$ cat config.mk
export PLATFORM = sky130hd
export DESIGN_NAME = scalar_literal_classifier_flat
export DESIGN_NICKNAME = d
export VERILOG_FILES = /design/src/rtl/core/slc_pkg.sv /design/src/rtl/core/slc_if.sv /design/src/rtl/core/slc_in_stage.sv /design/src/rtl/core/slc_lexer.sv /design/src/rtl/core/scalar_literal_classifier.sv /design/src/flat_wrapper.sv
export SDC_FILE = /design/constraint.sdc
export NUM_CORES = 1
export LEC_CHECK = 0
export BUFFER_PORTS_ARGS = -buffer_cell sky130_fd_sc_hd__buf_2
export CAP_MARGIN = 30
export CORE_MARGIN = 2
export CORE_UTILIZATION = 59
export DETAILED_ROUTE_END_ITERATION = 10
export PLACE_DENSITY = 0.79
export SKIP_CTS_REPAIR_TIMING = 1
export SLEW_MARGIN = 25
export SYNTH_ARGS = -nofsm -noshare
export SYNTH_HDL_FRONTEND = slang
export SYNTH_HIERARCHICAL = 1
export SYNTH_SLANG_ARGS = --single-unit
$ cat constraint.sdc
create_clock -name clk -period 3.6 [get_ports clk]
set_clock_uncertainty 0.1 [all_clocks]
set_input_delay 0.54 -clock clk [delete_from_list [all_inputs] [get_ports clk]]
set_output_delay 0.54 -clock clk [all_outputs]
set_load 0.005 [all_outputs]
$ cat src/rtl/core/slc_pkg.sv
// Shared types and constants for the scalar literal classifier.
// Holds the item and result types and the pseudo literal spelling table.
// No dependencies.
package slc_pkg;

	typedef enum logic [2:0] {
		KIND_INVALID = 3'd0,
		KIND_CHAR    = 3'd1,
		KIND_INT     = 3'd2,
		KIND_FLOAT   = 3'd3,
		KIND_DOUBLE  = 3'd4,
		KIND_PSEUDO  = 3'd5
	} slc_kind_t;

	localparam int NUM_KEYWORDS = 8;
	localparam int POS_W = 3;

	localparam logic [7:0] CH_QUOTE = 8'h27;
	localparam logic [7:0] CH_PLUS  = 8'h2B;
	localparam logic [7:0] CH_MINUS = 8'h2D;
	localparam logic [7:0] CH_DOT   = 8'h2E;
	localparam logic [7:0] CH_ZERO  = 8'h30;
	localparam logic [7:0] CH_NINE  = 8'h39;
	localparam logic [7:0] CH_LOW_F = 8'h66;
	localparam logic [7:0] CH_UP_F  = 8'h46;
	localparam logic [7:0] CH_SPACE = 8'h20;
	localparam logic [7:0] CH_TILDE = 8'h7E;

	// One byte of the token as it travels through the input register.
	typedef struct packed {
		logic [7:0] char_code;
		logic       is_last;
		logic       is_empty;
	} slc_item_t;

	// What the lexer reports for the byte held in the input register.
	typedef struct packed {
		logic      emit;
		slc_kind_t kind;
	} slc_result_t;

	// Spelling of each pseudo literal: nan nanf +inf -inf inf +inff -inff inff.
	function automatic logic [7:0] kw_char(input logic [2:0] k, input logic [POS_W-1:0] pos);
		logic [7:0] c;
		c = 8'h00;
		case (k)
			3'd0: case (pos) 3'd0: c = "n"; 3'd1: c = "a"; 3'd2: c = "n"; default: c = 8'h00; endcase
			3'd1: case (pos) 3'd0: c = "n"; 3'd1: c = "a"; 3'd2: c = "n"; 3'd3: c = "f";
				default: c = 8'h00; endcase
			3'd2: case (pos) 3'd0: c = "+"; 3'd1: c = "i"; 3'd2: c = "n"; 3'd3: c = "f";
				default: c = 8'h00; endcase
			3'd3: case (pos) 3'd0: c = "-"; 3'd1: c = "i"; 3'd2: c = "n"; 3'd3: c = "f";
				default: c = 8'h00; endcase
			3'd4: case (pos) 3'd0: c = "i"; 3'd1: c = "n"; 3'd2: c = "f"; default: c = 8'h00; endcase
			3'd5: case (pos) 3'd0: c = "+"; 3'd1: c = "i"; 3'd2: c = "n"; 3'd3: c = "f";
				3'd4: c = "f"; default: c = 8'h00; endcase
			3'd6: case (pos) 3'd0: c = "-"; 3'd1: c = "i"; 3'd2: c = "n"; 3'd3: c = "f";
				3'd4: c = "f"; default: c = 8'h00; endcase
			3'd7: case (pos) 3'd0: c = "i"; 3'd1: c = "n"; 3'd2: c = "f"; 3'd3: c = "f";
				default: c = 8'h00; endcase
			default: c = 8'h00;
		endcase
		return c;
	endfunction

	function automatic logic [POS_W-1:0] kw_len(input logic [2:0] k);
		logic [POS_W-1:0] n;
		case (k)
			3'd0: n = 3'd3;
			3'd1: n = 3'd4;
			3'd2: n = 3'd4;
			3'd3: n = 3'd4;
			3'd4: n = 3'd3;
			3'd5: n = 3'd5;
			3'd6: n = 3'd5;
			3'd7: n = 3'd4;
			default: n = 3'd0;
		endcase
		return n;
	endfunction

endpackage

$ cat src/rtl/core/slc_if.sv
// Channel interfaces of the scalar literal classifier: byte items in, kinds out.
// Depends on slc_pkg for the kind type.
interface slc_char_if;
	logic       valid;
	logic       ready;
	logic [7:0] char_code;
	logic       is_last;
	logic       is_empty;

	modport source (output valid, output char_code, output is_last, output is_empty,
		input ready);
	modport sink (input valid, input char_code, input is_last, input is_empty,
		output ready);
endinterface

interface slc_kind_if;
	logic                valid;
	logic                ready;
	slc_pkg::slc_kind_t  literal_kind;

	modport source (output valid, output literal_kind, input ready);
	modport sink (input valid, input literal_kind, output ready);
endinterface

$ cat src/rtl/core/slc_in_stage.sv
// Input register of the scalar literal classifier.
// Captures one byte item per cycle and holds it until the lexer consumes it.
// Depends on slc_pkg and slc_char_if.
module slc_in_stage (
	input  logic                clk,
	input  logic                arst_n,
	slc_char_if.sink            chars,
	input  logic                adv,
	output logic                valid_s1,
	output slc_pkg::slc_item_t  item_s1
);

	logic take;

	// The register is free when empty or when its item leaves this cycle.
	assign chars.ready = !valid_s1 || adv;
	assign take = chars.valid && chars.ready;

	always_ff @(posedge clk or negedge arst_n) begin
		if (!arst_n) begin
			valid_s1 <= 1'b0;
		end else if (take) begin
			valid_s1 <= 1'b1;
		end else if (adv) begin
			valid_s1 <= 1'b0;
		end
	end

	always_ff @(posedge clk) begin
		if (take) begin
			item_s1.char_code <= chars.char_code;
			item_s1.is_last   <= chars.is_last;
			item_s1.is_empty  <= chars.is_empty;
		end
	end

endmodule

$ cat src/rtl/core/slc_lexer.sv
// Token flag automaton of the scalar literal classifier.
// Updates the per-token flags with each consumed byte and classifies on the last one.
// Depends on slc_pkg.
module slc_lexer (
	input  logic                 clk,
	input  logic                 arst_n,
	input  slc_pkg::slc_item_t   item_s1,
	input  logic                 adv,
	output slc_pkg::slc_result_t res
);

	logic [slc_pkg::POS_W-1:0]        char_position_q;
	logic                             quote_form_ok_q;
	logic                             int_form_ok_q;
	logic                             digit_seen_q;
	logic                             decimal_form_ok_q;
	logic                             dot_seen_q;
	logic [slc_pkg::NUM_KEYWORDS-1:0] keyword_alive_q;

	logic [slc_pkg::POS_W-1:0]        pos_nxt;
	logic                             quote_nxt;
	logic                             int_nxt;
	logic                             digit_nxt;
	logic                             decimal_nxt;
	logic                             dot_nxt;
	logic [slc_pkg::NUM_KEYWORDS-1:0] alive_nxt;
	logic                             pseudo_hit;
	logic [7:0]                       c;
	logic                             is_digit;
	logic                             is_dot;
	logic                             is_sign;
	logic                             is_f;
	logic                             printable;
	logic                             pos0;

	assign c         = item_s1.char_code;
	assign is_digit  = (c >= slc_pkg::CH_ZERO) && (c <= slc_pkg::CH_NINE);
	assign is_dot    = (c == slc_pkg::CH_DOT);
	assign is_sign   = (c == slc_pkg::CH_PLUS) || (c == slc_pkg::CH_MINUS);
	assign is_f      = (c == slc_pkg::CH_LOW_F) || (c == slc_pkg::CH_UP_F);
	assign printable = (c >= slc_pkg::CH_SPACE) && (c <= slc_pkg::CH_TILDE);
	assign pos0      = (char_position_q == '0);

	always_comb begin
		case (char_position_q)
			3'd0: quote_nxt = quote_form_ok_q && (c == slc_pkg::CH_QUOTE);
			3'd1: quote_nxt = quote_form_ok_q && printable;
			3'd2: quote_nxt = quote_form_ok_q && (c == slc_pkg::CH_QUOTE);
			default: quote_nxt = 1'b0;
		endcase
		int_nxt     = int_form_ok_q && (is_digit || (pos0 && is_sign));
		decimal_nxt = decimal_form_ok_q &&
			(is_digit || (is_dot && !dot_seen_q) || (pos0 && is_sign));
		digit_nxt   = digit_seen_q || is_digit;
		dot_nxt     = dot_seen_q || is_dot;
		pos_nxt     = (char_position_q == '1) ? char_position_q : char_position_q + 1'b1;
		pseudo_hit  = 1'b0;
		for (int k = 0; k < slc_pkg::NUM_KEYWORDS; k++) begin
			alive_nxt[k] = keyword_alive_q[k] &&
				(char_position_q < slc_pkg::kw_len(3'(k))) &&
				(slc_pkg::kw_char(3'(k), char_position_q) == c);
			if (alive_nxt[k] && (char_position_q + 1'b1 == slc_pkg::kw_len(3'(k))))
				pseudo_hit = 1'b1;
		end
	end

	always_comb begin
		res.emit = item_s1.is_last || item_s1.is_empty;
		if (item_s1.is_empty) begin
			res.kind = slc_pkg::KIND_INVALID;
		end else if (quote_nxt && (char_position_q == 3'd2)) begin
			res.kind = slc_pkg::KIND_CHAR;
		end else if (int_nxt && digit_nxt) begin
			res.kind = slc_pkg::KIND_INT;
		end else if (is_f && decimal_form_ok_q && dot_seen_q && digit_seen_q) begin
			// The float form is judged on the flags before the suffix byte.
			res.kind = slc_pkg::KIND_FLOAT;
		end else if (decimal_nxt && dot_nxt && digit_nxt) begin
			res.kind = slc_pkg::KIND_DOUBLE;
		end else if (pseudo_hit) begin
			res.kind = slc_pkg::KIND_PSEUDO;
		end else begin
			res.kind = slc_pkg::KIND_INVALID;
		end
	end

	always_ff @(posedge clk or negedge arst_n) begin
		if (!arst_n) begin
			char_position_q   <= '0;
			quote_form_ok_q   <= 1'b1;
			int_form_ok_q     <= 1'b1;
			digit_seen_q      <= 1'b0;
			decimal_form_ok_q <= 1'b1;
			dot_seen_q        <= 1'b0;
			keyword_alive_q   <= '1;
		end else if (adv) begin
			if (res.emit) begin
				char_position_q   <= '0;
				quote_form_ok_q   <= 1'b1;
				int_form_ok_q     <= 1'b1;
				digit_seen_q      <= 1'b0;
				decimal_form_ok_q <= 1'b1;
				dot_seen_q        <= 1'b0;
				keyword_alive_q   <= '1;
			end else begin
				char_position_q   <= pos_nxt;
				quote_form_ok_q   <= quote_nxt;
				int_form_ok_q     <= int_nxt;
				digit_seen_q      <= digit_nxt;
				decimal_form_ok_q <= decimal_nxt;
				dot_seen_q        <= dot_nxt;
				keyword_alive_q   <= alive_nxt;
			end
		end
	end

`ifndef ASSERT_OFF
	// A finished token leaves the automaton in its start state.
	a_clear_after_emit: assert property (@(posedge clk) disable iff (!arst_n)
		adv && res.emit |=> char_position_q == '0 && keyword_alive_q == '1 && !dot_seen_q)
		else $error("token state not cleared after a result");

	// The quoted form cannot survive past its closing quote.
	a_quote_short: assert property (@(posedge clk) disable iff (!arst_n)
		quote_form_ok_q |-> char_position_q <= 3'd3)
		else $error("quoted form alive beyond three bytes");

	// An integer prefix of two or more bytes has a digit where every keyword has a letter.
	a_int_excludes_kw: assert property (@(posedge clk) disable iff (!arst_n)
		int_form_ok_q && char_position_q >= 3'd2 |-> keyword_alive_q == '0)
		else $error("keyword still alive in an integer token");

	// Unless the token ends, consuming a byte moves the position or holds it at saturation.
	a_pos_moves: assert property (@(posedge clk) disable iff (!arst_n)
		adv && !res.emit |=> char_position_q != '0)
		else $error("position did not advance");
`endif

endmodule

$ cat src/rtl/core/scalar_literal_classifier.sv
// Scalar literal classifier: takes one byte of a literal token per item and
// returns one kind for each token when its last byte (or an empty marker)
// arrives. It accepts one byte every clock cycle. A last byte is held in the
// input register while the flags are updated, and its kind is then written
// to the result register, which presents it until it is taken. Only a result
// that is not taken holds back the input.
// Depends on slc_pkg, slc_if, slc_in_stage, slc_lexer.
module scalar_literal_classifier (
	input  logic        clk,
	input  logic        arst_n,
	slc_char_if.sink    chars,
	slc_kind_if.source  kinds
);

	logic                 valid_s1;
	slc_pkg::slc_item_t   item_s1;
	slc_pkg::slc_result_t res;
	logic                 adv;
	logic                 out_free;
	logic                 out_valid_q;
	slc_pkg::slc_kind_t   out_kind_q;

	// Bytes that end no token never need the result register.
	assign out_free = !out_valid_q || kinds.ready;
	assign adv      = valid_s1 && (!res.emit || out_free);

	slc_in_stage u_in_stage (
		.clk      (clk),
		.arst_n   (arst_n),
		.chars    (chars),
		.adv      (adv),
		.valid_s1 (valid_s1),
		.item_s1  (item_s1)
	);

	slc_lexer u_lexer (
		.clk     (clk),
		.arst_n  (arst_n),
		.item_s1 (item_s1),
		.adv     (adv),
		.res     (res)
	);

	always_ff @(posedge clk or negedge arst_n) begin
		if (!arst_n) begin
			out_valid_q <= 1'b0;
		end else if (adv && res.emit) begin
			out_valid_q <= 1'b1;
		end else if (kinds.ready) begin
			out_valid_q <= 1'b0;
		end
	end

	always_ff @(posedge clk) begin
		if (adv && res.emit) begin
			out_kind_q <= res.kind;
		end
	end

	assign kinds.valid        = out_valid_q;
	assign kinds.literal_kind = out_kind_q;

endmodule
$ cat src/flat_wrapper.sv
// flat-port wrapper written by rule: the top's interface ports become plain ports
module scalar_literal_classifier_flat 
  (clk, arst_n, chars_valid, chars_char_code, chars_is_last, chars_is_empty, chars_ready, kinds_valid, kinds_literal_kind, kinds_ready);
  slc_char_if chars_i ();
  slc_kind_if kinds_i ();
  input  logic clk;
  input  logic arst_n;
  input wire logic [$bits(chars_i.valid)-1:0] chars_valid;
  input wire logic [$bits(chars_i.char_code)-1:0] chars_char_code;
  input wire logic [$bits(chars_i.is_last)-1:0] chars_is_last;
  input wire logic [$bits(chars_i.is_empty)-1:0] chars_is_empty;
  output wire logic [$bits(chars_i.ready)-1:0] chars_ready;
  output wire logic [$bits(kinds_i.valid)-1:0] kinds_valid;
  output wire logic [$bits(kinds_i.literal_kind)-1:0] kinds_literal_kind;
  input wire logic [$bits(kinds_i.ready)-1:0] kinds_ready;
  assign chars_i.valid = chars_valid;
  assign chars_i.char_code = chars_char_code;
  assign chars_i.is_last = chars_is_last;
  assign chars_i.is_empty = chars_is_empty;
  assign chars_ready = chars_i.ready;
  assign kinds_valid = kinds_i.valid;
  assign kinds_literal_kind = kinds_i.literal_kind;
  assign kinds_i.ready = kinds_ready;
  scalar_literal_classifier u_core (.clk(clk), .arst_n(arst_n), .chars(chars_i), .kinds(kinds_i));
endmodule
==> summary by stage, run 1 <==
Critical path
The number of cells on the worst reg-to-reg path is 9. The largest driver fanout on the critical path is 12. The category of the critical setup timing path is reg -> reg. The endpoint of the worst-slack reg-to-reg timing path is u_core/kinds.literal_kind[0]$_DFFE_PP_. The launching element type of the critical path is a register.

For the worst setup path, the data required time is 3.63 ns. For flop-to-flop paths, the worst setup slack is 0.39 ns. The worst flop-to-flop path startpoint is u_core/u_lexer/char_position_q[0]$_DFFE_PN0P_. At the worst endpoint, the arrival time is 3.24 ns.

The sort of element at the end of the critical path is a register.

Floorplanning
The total die area is 4270 um^2. The region available for standard cell placement spans 3630 um^2. The initial utilization of the core area, before any placement, comes to 0.611. After floorplanning, the core was divided into 22 placement rows. The die is 65.3 um tall.

19 I/O pins were placed. The floorplan step set the die width to 65.3 um.

Pwr
The total power is 1040 uW. The worst-case IR drop observed on VDD is 0.000241 V. The power per cell area is 427 nW/um^2. The static power due to leakage is 0.000958 uW.

STA
The max-slew violation count is 0. Timing would allow up to 0.311 GHz. After layout, the minimum clock period comes to 3.21 ns. The count of final setup violators is 0.

Setup slack on the critical path of the routed design comes to 0.388 ns. Setup repair after global routing left no endpoint under its margin. In this run the tightest slew margin relative to its limit is 0.645.

At the pin with the least slew margin, the transition time is 0.533 ns. The hold violation count in the final report is 0. Of the available clock period, the critical path in the final layout requires 0.892.

Setup total negative slack on the finished layout was measured at 0 ns.

Placement
Before CTS, the worst setup slack after placement is 0.417 ns. Once detailed placement completed, the half-perimeter wirelength came to 3670 um. The post-placement cell area is 2350 um^2.

The count of input and output buffers is 18. At the end of routability-driven placement, the weighted congestion stood at 0.940.

Routing
The first detailed-routing pass took 4 iterations. The via density per instance is 6.23. After detailed routing, the average wire length per cell comes to 16.6 um.

Summed over all layers, the routed wires come to 5030 um. The routed layout has 1888 vias. The count of nets left with antenna violations once routing finished came out at 0.

For this run, design rule violations remaining after detail routing come to 0. For this block, the initial DRC count from the detailed router was 138.

Synth
The synthesized design spends more area on one cell type than any other, namely edfxtp_1. Synthesis produced a netlist with a net count of 255. The average instance area after synthesis is 9.45 um^2.

The netlist uses 66 different library cells. Of the synthesized area, sequential elements account for 0.385. The dominant synthesized flop cell is edfxtp_1. Counting instances in the post-synthesis netlist gives the leading cell types as nor2_1 (19), edfxtp_1 (13). The number of warnings reported in the yosys synthesis log is 6. Counting flops with a built-in enable in the synthesized netlist gives 13.

The fraction of synthesized cell area taken by the top area cell type is 0.176. The most common cell in the synthesized netlist is nor2_1. In this run, synthesis produced a sequential element count of 31. In the post-synthesis netlist, the biggest area contributors are edfxtp_1 (18%), dfstp_2 (13%), dfrtp_1 (7.9%). The post-synthesis instance total is 235. In this run the cell area of the synthesized design comes to 2220 um^2. Of all flip-flops after synthesis, the portion carrying an async set or reset was 0.581.

Cells and area
The synthesis-to-layout area growth is 9.86%. The area of combinational cells with multiple inputs is 1270 um^2. After filler insertion, the fill cell instance count of the layout stands at 310.

The sequential cells in the finished layout cover a total of 855 um^2. Once layout is done, the placed cells without fillers occupy 2440 um^2. The ratio of cells with drive above 1 in the final layout is 0.212. The repair_antennas step left the layout with diodes totalling 0. At the end of the flow, the number of nets in the layout was 274.

Flow run
Across the run, the number of max-cap violations was 0.

Clock tree
The clock tree from TritonCTS is yes. The count of clock tree sinks is 31. The register clock-pin slew on the reported worst setup and hold paths is 0.07 ns. Clock latency on the worst-skew pair, taken at its later pin, is 0.28 ns. The clock tree buffer depth is 2. The number of clock buffers added by TritonCTS is 5. CTS placed an instance of clkbuf_8 at the clock tree root.

The number of levels the H-tree was split into is 2.

GRT
The maximum number of pins on one net before global-route repair is 19. The number of global-route vias before repair was 1807. The initial antenna violation count is 0. The first global-routing pass estimated 8620 um of wire. The total global routing overflow is 0.

The total routing resource utilization after global routing is 0.269.

Outcome
The run finished with clean final reports.

Hold path
In this run the worst hold path is classified as in -> async.
-- worst max-delay path: stages, from the launching register on --
cell and delay [ns]:
dfrtp_1 0.50, inv_1 0.13, ha_1 0.37, nor3_2 0.34, a21oi_1 0.13, xor2_1 0.15, or4_4 0.53, o221a_1 0.26
or3b_1 0.36, a31oi_1 0.18
-- cells by family after synthesis --
family,Yosys count,synth area share
flip-flops,31,0.385
multiplexers,6,0.0287
adder cells (fa/ha/maj),6,0.0338
XOR/XNOR,10,0.0395
AND/OR/NAND/NOR,99,0.264
AO/OA/AOI/OAI,63,0.207
buffers and inverters,20,0.0423
-- layout make-up --
| type | count | share of cell area |
|---|---|---|
| clock buffers | 5 | 0.0282 |
| clock inverters | 3 | 0.00616 |
| inverters | 7 | 0.0108 |
| multi-input cells | 184 | 0.521 |
| flip-flops and latches | 31 | 0.350 |
| well taps | 48 | 0.0246 |
| repair buffers | 25 | 0.0585 |
-- sequential cells by signal, summed over array words and instances, names as in the netlist --
register                          cells
u_core/kinds.literal_kind             3
u_core/kinds.valid                    1
u_core/u_in_stage/item_s1            10
u_core/u_in_stage/valid_s1            1
u_core/u_lexer/char_position_q        3
u_core/u_lexer/decimal_form_ok_q      1
u_core/u_lexer/digit_seen_q           1
u_core/u_lexer/dot_seen_q             1
u_core/u_lexer/int_form_ok_q          1
u_core/u_lexer/keyword_alive_q        8
u_core/u_lexer/quote_form_ok_q        1
-- worst max-delay path by stage --
stage | startpoint | endpoint | slack (ns) | cells past startpoint
after detailed placement | u_core/u_lexer/char_position_q[0]$_DFFE_PN0P_ | u_core/kinds.literal_kind[0]$_DFFE_PP_ | 0.42 | 9
final | u_core/u_lexer/char_position_q[0]$_DFFE_PN0P_ | u_core/kinds.literal_kind[0]$_DFFE_PP_ | 0.39 | 9
after CTS | u_core/u_lexer/char_position_q[0]$_DFFE_PN0P_ | u_core/kinds.literal_kind[0]$_DFFE_PP_ | 0.40 | 9
after global placement | u_core/u_lexer/char_position_q[0]$_DFFE_PN0P_ | u_core/kinds.literal_kind[0]$_DFFE_PP_ | 0.54 | 9
after floorplan | u_core/u_lexer/char_position_q[0]$_DFFE_PN0P_ | u_core/kinds.literal_kind[0]$_DFFE_PP_ | 0.77 | 10
after global routing | u_core/u_lexer/char_position_q[0]$_DFFE_PN0P_ | u_core/kinds.literal_kind[0]$_DFFE_PP_ | 0.16 | 9
-- power breakdown --
part	leakage (uW)	internal, uW	switching [uW]	total, uW
Sequential	0.000331	433	43.7	477
Clock	0.0000392	131	130	261
Combinational	0.000588	133	171	304
Total	0.000958	697	345	1040
-- metrics by stage --
stage,hold slack [ns],cells,util
after floorplan,0.144,235,-
after global placement,0.386,295,0.648
after detailed placement,0.385,295,0.648
after CTS,0.101,303,0.671
after global routing,0.131,303,0.671
final,0.0853,303,0.671
-- metal layers --
layer	share of wire	vias to the layer above	global-route usage
met3	0.072	9	0.0634
met2	0.47	72	0.434
li1	-	911	-
met5	0	-	0
met4	0.018	0	0.107
met1	0.44	896	0.351
-- placed cells by master (no fill, tap or decap), drive strengths merged, types with 3 or more instances in the layout --
cell    count
a21o        4
a21oi      11
a31oi       4
and2        4
buf        25
clkbuf      5
dfrtp       7
dfstp      11
edfxtp     13
ha          6
inv         7
mux2        3
mux2i       3
nand2      11
nand2b     12
nand3      10
nor2       19
nor2b       7
nor3        8
nor3b       4
o211ai      3
o21ai      11
o21bai      3
o31ai       5
or2         5
or3         3
or4         3
xnor2       5
xor2        5
(Power assumes the default switching activity.)
==> run 2, diff against run 1 <==
--- a/config.mk
+++ b/config.mk
@@ -7,7 +7,6 @@
 export LEC_CHECK = 0
 export BUFFER_PORTS_ARGS = -buffer_cell sky130_fd_sc_hd__buf_2
 export CAP_MARGIN = 30
-export CORE_MARGIN = 2
 export CORE_UTILIZATION = 59
 export DETAILED_ROUTE_END_ITERATION = 10
 export PLACE_DENSITY = 0.79
@@ -15,5 +14,4 @@
 export SLEW_MARGIN = 25
 export SYNTH_ARGS = -nofsm -noshare
 export SYNTH_HDL_FRONTEND = slang
-export SYNTH_HIERARCHICAL = 1
 export SYNTH_SLANG_ARGS = --single-unit
==> run 2 against run 1 <==
Compared with the run above:
- clock power fell by 21%
- sequential share of layout area rose by 1.8 points
- power fell by 12%
- synthesized cell count fell by 1.3%
- critical path depth did not move
- area after synthesis fell by 3.8%
- count of clock-buffer cells in the layout rose by 2
- cell area fell by 4.9%
- non-clock buffer count fell by 4
- first-iteration DRC count rose by 5.8%
- global-route usage rose by 0.83 points
- largest cell class unchanged
- largest power group unchanged
==> summary by stage, run 2 <==
Outcome
The run finished with clean final reports.

Synth
The biggest area contributor in the post-synthesis netlist is edfxtp_1. The distinct cell type count of the synthesized netlist is 50. The synthesis-stage register bit count is 31. Sorting the synthesized cells by area gives the leading types as edfxtp_1 (18%), dfstp_2 (14%), dfrtp_1 (8.2%).

The commonest cells after synthesis are nor2_1 (30), nand2_1 (17), a21oi_1 (14). Synthesis produced 232 cells. The post-synth net total is 254. Yosys instantiated no cell more often than nor2_1.

Yosys mapped a number of flops with a built-in enable equal to 13. During synthesis, Yosys emitted a total of 0 warnings. The fraction of synthesis flops using an asynchronous set or reset pin is 0.581. After synthesis the cells add up to 2130 um^2. The average instance in the mapped netlist occupies 9.20 um^2.

The dominant synthesized flop cell is edfxtp_1. The fraction of synthesized cell area taken by the top area cell type is 0.183. The proportion of synthesized chip area in sequential cells is 0.400.

Floorplanning
The vertical die dimension is 62.2 um. Measured along the x axis, the die boundary spans 62.2 um. 19 I/O pins were placed. The initial standard-cell utilization of the core is 0.630. The total core area is 3390 um^2. The total die area is 3860 um^2. The number of placement rows is 21.

Critical path
The launching element type of the critical path is a register. The worst setup path is of the reg -> reg kind. The worst setup path is captured at a register. The largest driver fanout on the critical path is 10.

The data required time at the worst endpoint is 3.62 ns. STA puts the critical path data arrival time at 3.20 ns.

GRT
The initial antenna violation count came to 0. The first global-routing pass estimated 8220 um of wire. Entering global routing, the biggest net connects 19 pins. The total routing resource utilization after global routing is 0.277.

The total global routing overflow is 0. The number of global-route vias before repair is 1780.

Cells and area
The largest registers in the layout are u_core.u_in_stage.item_s1 (10), u_core.u_lexer.keyword_alive_q (8). The library cell used most frequently in the layout, excluding fill and tap cells, is nor2_1. The core occupancy in the finished layout is 0.684.

The total inserted antenna cells is 0. Of the cells placed in the final design, the portion with a size suffix greater than 1 is 0.199. Summing all flip-flop and latch instances after layout gives 855 um^2.

The area of combinational cells with multiple inputs is 1190 um^2. The register with the most flip-flops in the final layout is u_core.u_in_stage.item_s1. The layout filler cell count is 276. The post-layout net count is 272. The flip-flop count of the largest register, all copies and words added is 10. In the layout the commonest cells are nor2_1 (30), buf_2 (18), nand2_1 (17). From synthesis to final layout, the design area changed by 8.62%. The count of cells in the finished layout, fillers not included, comes to 297.

Clock tree
The insertion delay of the later-clocked pin in the worst-skew pair is 0.32 ns. The count of clock tree sinks is 31. In this run the number of H-tree levels came out at 2. The clock tree from TritonCTS is yes.

CTS placed an instance of clkbuf_4 at the clock tree root. The number of clock buffers inserted by TritonCTS is 5. The clock tree buffer depth is 2.

After clock tree synthesis, the clock-pin slew on the worst setup and hold paths is 0.09 ns.

Placement
Input and output buffers added on the ports amount to 18. After detailed placement, the design holds a cell count of 289. The half-perimeter wire length after detailed placement is 3750 um. At the end of routability-driven placement, the weighted congestion stood at 0.991.

Pwr
Overall power consumption after layout is estimated at 916 uW. The fraction of power consumed by combinational cells is 0.274. Of the total power, the share spent switching nets is 0.324.

For this design the total switching power over the nets is 297 uW. The internal power of the cells is 619 uW. Of the total power, the clock network draws 0.225. Summed over all cells, the static leakage comes to 0.000943 uW.

The part of the power in registers is 0.500. In this run the power density over the cells is 395 nW/um^2. The maximum vdd ir drop is 0.000347 V.

STA
The actual slew at the worst max-slew pin is 0.701 ns. In the finished design, the share of the clock period the worst path needs comes to 0.881. Setup violations remaining at the end of the flow were counted as 0. The final-layout worst hold slack is 0.0375 ns. The hold violation count in the final report is 0.

The max-slew violation count is 0. The final sum of negative setup slack is 0 ns. Setup repair after global routing left no endpoint under its margin. For this run, the top clock speed supported by timing is 0.315 GHz. The final critical delay including setup and external delays is 3.17 ns. The worst pin sits at a relative slew slack of 0.531.

Routing
The routed wire length is 4860 um. The post-detailed-route wirelength per cell is 16.4 um. The number of design rule violations left after detail routing is 0. The number of DRC markers after the initial detailed-route iteration is 146.

The number of antenna-violating nets in the routed design is 0. The total number of vias is 1845. For this run, the detailed router's first-pass iteration total came to 7. After detailed routing, the number of vias per cell comes to 6.21.

Hold path
The worst min-delay path category is in -> async.

Flow run
Max-cap violations in this run came to 0.
==> run 2: through the flow <==
stage                     setup WS (ns)  instance area (um^2)
final                             0.429                  2320
after global routing              0.306                  2320
after CTS                         0.500                  2320
after detailed placement          0.526                  2260
after global placement            0.646                  2260
after floorplan                   0.698                  2130
==> run 2: kinds of logic (layout without fill, tap and decap cells) <==
kind of cell             count (synthesis)  count (layout)  synth area share
XOR/XNOR                                10              10            0.0410
flip-flops                              31              31             0.400
adder cells (fa/ha/maj)                  8               8            0.0469
multiplexers                             9               9            0.0434
AO/OA/AOI/OAI                           51              51             0.166
AND/OR/NAND/NOR                        101             101             0.259
buffers and inverters                   22              41            0.0428
==> run 2: cell type report <==
class,instances,area share
Sequential cell,31,0.369
Clock buffer,7,0.0237
Timing Repair Buffer,21,0.0486
Inverter,12,0.0194
Clock inverter,1,0.00216
Multi-Input combinational cell,179,0.513
Tap cell,46,0.0248
==> run 2: routing by layer <==
layer | share of wire | wire (um) | global-route usage | vias up
li1 | - | - | - | 881
met2 | 0.45 | 2200 | 0.444 | 81
met4 | 0.030 | 145 | 0.119 | 0
met3 | 0.074 | 361 | 0.0478 | 16
met5 | 0 | 0 | 0 | -
met1 | 0.44 | 2150 | 0.372 | 867
==> run 2: worst paths after layout <==
| check | from | to | slack [ns] | depth (start not counted) |
|---|---|---|---|---|
| min in group clk | chars_is_empty | u_core.u_in_stage.item_s1[0]$_DFFE_PP_ | 0.29 | 1 |
| setup reg to reg | u_core.u_lexer.char_position_q[0]$_DFFE_PN0P_ | u_core.kinds.literal_kind[2]$_SDFFCE_PP0P_ | 0.43 | 9 |
| hold reg to reg | u_core.u_lexer.keyword_alive_q[3]$_DFFE_PN1P_ | u_core.u_lexer.keyword_alive_q[3]$_DFFE_PN1P_ | 0.41 | 2 |
| hold / removal | arst_n | u_core.u_lexer.char_position_q[2]$_DFFE_PN0P_ | 0.04 | 1 |
| setup / recovery | u_core.u_lexer.char_position_q[0]$_DFFE_PN0P_ | u_core.kinds.literal_kind[2]$_SDFFCE_PP0P_ | 0.43 | 9 |
| max in group asynchronous | arst_n | u_core.u_lexer.keyword_alive_q[5]$_DFFE_PN1P_ | 3.03 | 1 |
==> run 2: critical path, stage by stage (launching register included) <==
cell       delay (ns)
dfrtp_1          0.49
inv_1            0.17
ha_1             0.35
nor2b_1          0.41
xor2_1           0.16
o21ba_4          0.24
nor4b_4          0.28
nor4b_4          0.27
nor3_1           0.10
a2111oi_2        0.38
==> run 2: power groups by stage <==
stage / registers (uW) / clock network (uW) / logic [uW]
floorplan: 446 / 0 / 199
global placement: 462 / 0 / 245
detailed placement: 464 / 0 / 247
CTS: 457 / 212 / 248
global route: 464 / 227 / 275
finish: 458 / 207 / 251
